[config.mk]
export PLATFORM = sky130hd
export DESIGN_NAME = pn2d_fade
export DESIGN_NICKNAME = d
export VERILOG_FILES = /design/src/design/pn2d_pkg.sv /design/src/design/pn2d_fade.sv
export SDC_FILE = /design/constraint.sdc
export NUM_CORES = 2
export LEC_CHECK = 0
export BUFFER_PORTS_ARGS = -buffer_cell sky130_fd_sc_hd__buf_2
export CAP_MARGIN = 25
export CORE_AREA = 2 2 249 276
export CTS_BUF_LIST = sky130_fd_sc_hd__clkbuf_8
export CTS_CLUSTER_DIAMETER = 120
export CTS_CLUSTER_SIZE = 24
export DETAILED_ROUTE_END_ITERATION = 10
export DIE_AREA = 0 0 251 278
export PLACE_DENSITY = 0.69
export SLEW_MARGIN = 20
export SYNTH_ARGS = -nofsm -noshare
export SYNTH_HDL_FRONTEND = slang
export SYNTH_SLANG_ARGS = --single-unit
[constraint.sdc]
create_clock -name clock -period 12.62 [get_ports clock]
set_clock_uncertainty 0.1 [all_clocks]
set_input_delay 0.631 -clock clock [delete_from_list [all_inputs] [get_ports clock]]
set_output_delay 0.631 -clock clock [all_outputs]
set_load 0.02 [all_outputs]
[src/design/pn2d_pkg.sv]
// Shared constants and types for the 2D gradient noise core.
// Depends on nothing; every other file of the core uses it.
`timescale 1ns / 1ps

package pn2d_pkg;

   // Table geometry.
   localparam int TABLE_SIZE = 256;
   localparam int IDX_W      = $clog2(TABLE_SIZE);
   localparam int BYTE_W     = 8;

   // Coordinate format: unsigned fixed point with FRAC_BITS fraction bits.
   localparam int FRAC_BITS  = 16;
   localparam int COORD_W    = 24;

   // Derived datapath widths.
   localparam int FADE_W     = FRAC_BITS + 1;   // fade value, 0 .. 1.0
   localparam int CORNER_W   = FRAC_BITS + 2;   // signed corner offset
   localparam int GRAD_W     = FRAC_BITS + 3;   // signed gradient dot product
   localparam int LERP_W     = FRAC_BITS + 5;   // signed blend result
   localparam int OUT_W      = 16;

   // Cycles from an accepted evaluate request to its result strobe.
   localparam int LATENCY    = 9;

   // Request operation codes.
   localparam logic OP_WRITE = 1'b0;
   localparam logic OP_EVAL  = 1'b1;

   typedef logic [FRAC_BITS-1:0] frac_type;
   typedef logic [FADE_W-1:0]    fade_type;
   typedef logic [IDX_W-1:0]     idx_type;
   typedef logic [BYTE_W-1:0]    byte_type;

endpackage

[src/design/pn2d_fade.sv]
// Four-stage pipelined quintic fade 6t^5 - 15t^4 + 10t^3 in fixed point.
// Depends on pn2d_pkg for the fraction and fade widths.
`timescale 1ns / 1ps

module pn2d_fade (
   input  logic                 clock,
   input  pn2d_pkg::frac_type   t_in,
   output pn2d_pkg::fade_type   fade_out
);

   localparam int F    = pn2d_pkg::FRAC_BITS;
   localparam int QW   = F + 4;
   localparam int Q2W  = 2 * F + 5;
   localparam logic [2*F:0] HALF_W = (2 * F + 1)'(1) << (F - 1);
   localparam logic [Q2W-1:0] HALF_Q = Q2W'(1) << (F - 1);
   localparam logic [Q2W-1:0] TEN_Q = Q2W'(10) << (2 * F);

   // Stage 1 registers.
   logic [F-1:0]    f1_t_ff;
   logic [2*F-1:0]  f1_tt_ff;
   // Stage 2 registers.
   logic [F-1:0]    f2_t_ff;
   logic [F-1:0]    f2_t2_ff;
   logic [QW-1:0]   f2_q_ff;
   // Stage 3 registers.
   logic [F-1:0]    f3_t3_ff;
   logic [QW-1:0]   f3_q_ff;
   // Stage 4 register.
   logic [pn2d_pkg::FADE_W-1:0] f4_fade_ff;

   logic [2*F:0]    t2_sum;
   logic [Q2W-1:0]  q2_sum;
   logic [Q2W-1:0]  q_round;
   logic [2*F:0]    t3_sum;
   logic [2*F+4:0]  fade_sum;

   // The square of the fraction, kept exact.
   always_ff @(posedge clock) begin
      f1_t_ff  <= t_in;
      f1_tt_ff <= (2 * F)'(t_in) * (2 * F)'(t_in);
   end

   // Rounded square, and the quadratic 6t^2 - 15t + 10 from the exact square.
   always_comb begin
      t2_sum  = {1'b0, f1_tt_ff} + HALF_W;
      q2_sum  = TEN_Q + Q2W'(f1_tt_ff) * Q2W'(6)
                - (Q2W'(f1_t_ff) << F) * Q2W'(15);
      q_round = q2_sum + HALF_Q;
   end

   always_ff @(posedge clock) begin
      f2_t_ff  <= f1_t_ff;
      f2_t2_ff <= t2_sum[F +: F];
      f2_q_ff  <= q_round[F +: QW];
   end

   // Cube of the fraction, with the full product width kept before rounding.
   assign t3_sum = (2 * F + 1)'(f2_t2_ff) * (2 * F + 1)'(f2_t_ff) + HALF_W;

   always_ff @(posedge clock) begin
      f3_t3_ff <= t3_sum[F +: F];
      f3_q_ff  <= f2_q_ff;
   end

   // Final product t^3 * q.
   assign fade_sum = (2 * F + 5)'(f3_t3_ff) * (2 * F + 5)'(f3_q_ff)
                     + ((2 * F + 5)'(1) << (F - 1));

   always_ff @(posedge clock) begin
      f4_fade_ff <= fade_sum[F +: pn2d_pkg::FADE_W];
   end

   assign fade_out = f4_fade_ff;

endmodule

# Yosys cells after proc, flatten, opt, wreduce, memory -nomap -nowiden
# Cells that the tools add are included.
[totals]
latch_bits = 0
romBits = 0
memories = 0
ramBits = 0
output_inout_bits = 17
inputBits = 17
word_cells = 19
register_bits = 153
[op_classes]
bitwise_logic = 0
muxes = 0
multipliers = 5
n_reduce_logical = 0
order_cmp = 0
shift = 0
addsub = 6
n_div = 0
eq_ne = 0
[ops]
columns = ["cell", "n"]
rows = [
  ["adder 32 x 16 -> 32 bit, second input constant", 2],
  ["multiplier 16 x 16 -> 32 bit", 2],
  ["adder 36 x 16 -> 36 bit, second input constant", 1],
  ["adder 36 x 35 -> 36 bit, first input constant", 1],
  ["subtractor 36 bit", 1],
  ["multiplier 32 x 2 -> 34 bit, second input constant", 1],
  ["adder 33 x 16 -> 33 bit, second input constant", 1],
  ["multiplier 16 x 20 -> 33 bit", 1],
  ["multiplier 16 x 4 -> 20 bit, second input constant", 1],
]

# Longest topological paths before layout
[logic_depth]
word_depth = 4
depth_mapped = 25

# Worst setup path after synthesis
# OpenSTA, ideal clock, no wires.
[synth_path]
path_kind = "in2reg"
start = "input t_in[12]"
end = "register f1_tt_ff[30]"
path_buffers = 1
stages = 21
setup_slack_ns = 6.254
arrival_time_ns = 6.132
path_cell_list = "clkbuf_1 nand2_1 fa_1 fa_1 inv_1 fa_1 fa_1 fa_1 inv_1 fa_1 inv_1 ha_1 a21oi_1 nand2_1 a21oi_1 nor2b_1 o22a_1 o32a_1 a221o_1 mux2i_1 o2111ai_1"
[synth_via]
elab_chain_len = 1
[synth_lines]
columns = ["element", "line", "source"]
rows = [
  ["start: declaration", "pn2d_fade.sv:7", "input pn2d_pkg::frac_type t_in,"],
  ["multiplier 16 x 16 -> 32 bit", "pn2d_fade.sv:40", "f1_tt_ff <= (2 * F)'(t_in) * (2 * F)'(t_in);"],
  ["end signal: assignment", "pn2d_fade.sv:40", ""],
  ["end: declaration", "pn2d_fade.sv:20", "logic [2*F-1:0] f1_tt_ff;"],
]
# No other way between the ends.

# Worst setup path in the final report
[layout_path]
start = "register f2_t2_ff[10]"
end = "register f3_t3_ff[15]"
[layout_via]
elab_chain_len = 2
[layout_lines]
columns = ["element", "line", "source"]
rows = [
  ["start: declaration", "pn2d_fade.sv:23", "logic [F-1:0] f2_t2_ff;"],
  ["start signal: assignment", "pn2d_fade.sv:53", "f2_t2_ff <= t2_sum[F +: F];"],
  ["multiplier 16 x 16 -> 32 bit", "pn2d_fade.sv:58", "assign t3_sum = (2 * F + 1)'(f2_t2_ff) * (2 * F + 1)'(f2_t_ff) + HALF_W;"],
  ["adder 32 x 16 -> 32 bit", "pn2d_fade.sv:58", ""],
  ["named net t3_sum[31]", "pn2d_fade.sv:34", "logic [2*F:0] t3_sum;"],
  ["end signal: assignment", "pn2d_fade.sv:61", "f3_t3_ff <= t3_sum[F +: F];"],
  ["end: declaration", "pn2d_fade.sv:26", "logic [F-1:0] f3_t3_ff;"],
]
# The timed path passes the listed nets, and every way through them passes these cells.

==> impl_results.md <==
- Reg2reg start: f2_t2_ff[10]
- Layout cells sized above 1: 2.59%
- DRT Pass-1 Iters: 5
- CP Data Required Time: 12.99 ns
- Mapped cell area: 0.0326 mm²
- Die Ht: roughly 280 µm
- CTS Buf Count: 17
- RSZ-0062 raised after global routing: false
- EDFF count, synth: 0
- Compound-Gate Fraction of Synth Area: 6.45%
- FILL cells: around 6300
- H-Tree Depth: 4
- Startpoint types: flip-flop
- Critical Setup Path Class: reg -> reg
- Final net count: 4578
- Row count: 100
- Vias per cell: 5.11
- Initial DRC count: 1205
- Core Footprint: 0.0671 mm²
- Xor and xnor area share after synthesis: 3.84%
- Multiplexer share of the synthesized area: 0.0652%
- Avg Cell Area, Syn: 9.18 µm²
- Endpoints failing hold: 0
- Max-slew violations: 0
- GRT overflow: 0
- Simple-gate share of the synthesized area: 14.7%
- CP Capture Type: flip-flop
- Post-synthesis register bit count: 151
- Setup Fix Bufs, Post-CTS: 0
- Final period util: 54.6%
- Final WL: 68600 µm
- Worst Hold Margin: between 0.2 and 0.25 ns
- Adder-Cell Fraction of Synth Area: between 50% and 60%
- Largest family of logic cells by synthesized area: adder cells
- Number of global-route vias before repair: 24600
- DRC Markers: 0
- Finish-stage setup viols: 0
- Post-Synthesis Cells: around 3600
- Die area: 0.0698 mm²
- Crit path time final: 6.89 ns
- Hpwl dp: 57800 µm
- GP Congestion: 0.887
- Placed Cells: 4355
- Synth Warn #: 0
- Routed wire length per instance: 15.6 µm
- Post-synth top area share: 38.9%
- Setup_tns: 0 ns
- Final antenna-violating net count: 0
- Ys flop type: dfxtp_1
- Slew @ Worst Pin: approximately 0.85 ns
- Gr usage total: 21.1%
- CTS root buffer: clkbuf_8
- Crit-path max FO: 16
- Post-route core utilization: ~51%
- Yosys cell types: 78
- IO Pins: 34
- Largest net degree at the start of global routing: 21
- Non-Filler Instances: 4388
- CTS sink count: about 150
- Critical Path Start: f2_t2_ff[10]
- Post-cts resize count: 0
- Clk pin slew, worst setup/hold paths: 0.12 ns
- Hold path startpoint: f2_q_ff[16]
- Outcome: finished, final reports clean
- Port Buf Inserts: 33
- Max frequency: 145 MHz
- Synth Net Count: between 4000 and 5000
- Die width: 251 µm
- CTS tree: yes
- Headroom to the max-slew limit: 43.4%
- Class of the worst hold path: reg -> reg
- Max_cap viols: 0
- Worst-skew pair later-pin latency: 0.55 ns
- Routed via count: 22400
- Initial antenna violation count: 2
- Top cells by area, synth: fa_1, ha_1, inv_1
- Worst EP arrival: 7.25 ns
- Initial Util: 48.6%
- CTS max path bufs: 2
- Register area share after synthesis: under 10%
- CTS hold repair buffers: 0
- FFs w/ async S/R, synth: 0%
- Synth area leader: fa_1
- Area Overhead vs Synth: 3.91%
- First-pass GRT wire length: 119000 µm
==> layer usage <==
metal	global-route usage (%)	up-vias	routed length, µm
li1	-	10700	-
met1	26.1	11200	29400
met2	38.3	447	34800
met3	3.03	98	2880
met4	5.53	2	1540
met5	0	-	11
==> final timing paths <==
path	cells after the start	to	slack, ns
min	0	f3_q_ff[16]	0.20
max	21	f3_t3_ff[15]	5.73
min reg2reg	0	f3_q_ff[16]	0.20
max reg2reg	21	f3_t3_ff[15]	5.73
==> cells by family (layout without fill, tap and decap cells) <==
logic type / after synthesis / in the layout
xor+xnor: 143 / 143
simple gates: 962 / 962
compound gates: 320 / 320
buf+inv: 918 / 887
other cells: 1 / 2
flops: 151 / 151
mux: 2 / 2
fa+ha+maj: 1054 / 1054
==> critical path, stage by stage (launching register included) <==
cell	delay [ns]
dfxtp_1	0.79
nand2_1	0.17
fa_1	0.54
fa_1	0.48
fa_1	0.58
inv_1	0.06
fa_1	0.49
fa_1	0.49
inv_1	0.05
fa_1	0.48
inv_1	0.05
ha_1	0.28
o21ai_0	0.08
a21oi_1	0.20
nand4_1	0.11
o21ai_0	0.50
a21oi_1	0.30
o21a_1	0.30
o21ai_0	0.41
nand4_1	0.15
nand2_1	0.10
xnor2_1	0.11
==> cells in the final DEF, fill, tap and decap left out, types with 4 or more instances in the layout <==
master    count
a211oi_1      9
a21boi_0      4
a21o_1       54
a21oi_1     103
a31oi_1       6
and2_1      337
and3_1       11
buf_2        33
clkbuf_8     18
dfxtp_1     151
fa_1        634
ha_1        420
inv_1       822
nand2_1     403
nand2b_1     21
nand3_1      28
nand4_1      19
nor2_1       84
nor2b_1      14
nor3_1       14
nor3b_1       4
nor4_1        4
o21a_1       17
o21ai_0      52
o21ai_1       5
o21ai_2       4
o21bai_1     13
o22ai_1       5
o31ai_1       5
or2_2         4
xnor2_1      94
xor2_1       49
==> synth_stat cells (all sizes together) (55+ instances only) <==
library cell and n:
ha 420, nand2 404, and2 337, clkbuf 98
xnor2 94, nor2 84, a21oi 105, dfxtp 151
o21ai 61, fa 634, inv 819, a21o 55
==> registers in the layout, indices dropped and copies added (netlist names) <==
signal and count:
f2_q_ff 20, fade_out 17, f3_q_ff 20, f2_t_ff 16, f3_t3_ff 16, f2_t2_ff 16, f1_t_ff 15, f1_tt_ff 31
==> per-stage QoR <==
stage	worst slack [ns]	cell area [µm²]
floorplan	6.25	32600
global placement	5.66	33500
detailed placement	5.62	33500
CTS	5.62	33900
global route	5.21	33900
finish	5.73	33900
==> layout make-up <==
class	instances	area, µm²	share of cell area, %
clock inverters	14	128	0.377
inverters	819	3070	9.07
diodes	1	2.50	0.00739
clock buffers	18	248	0.731
repair buffers	36	188	0.554
multi-input cells	2482	26100	77.1
well taps	867	1080	3.20
flip-flops and latches	151	3020	8.92
Power is left out: the tool's default activity adds up to more than one toggle a clock period on the data nets, which glitch-free logic cannot reach.
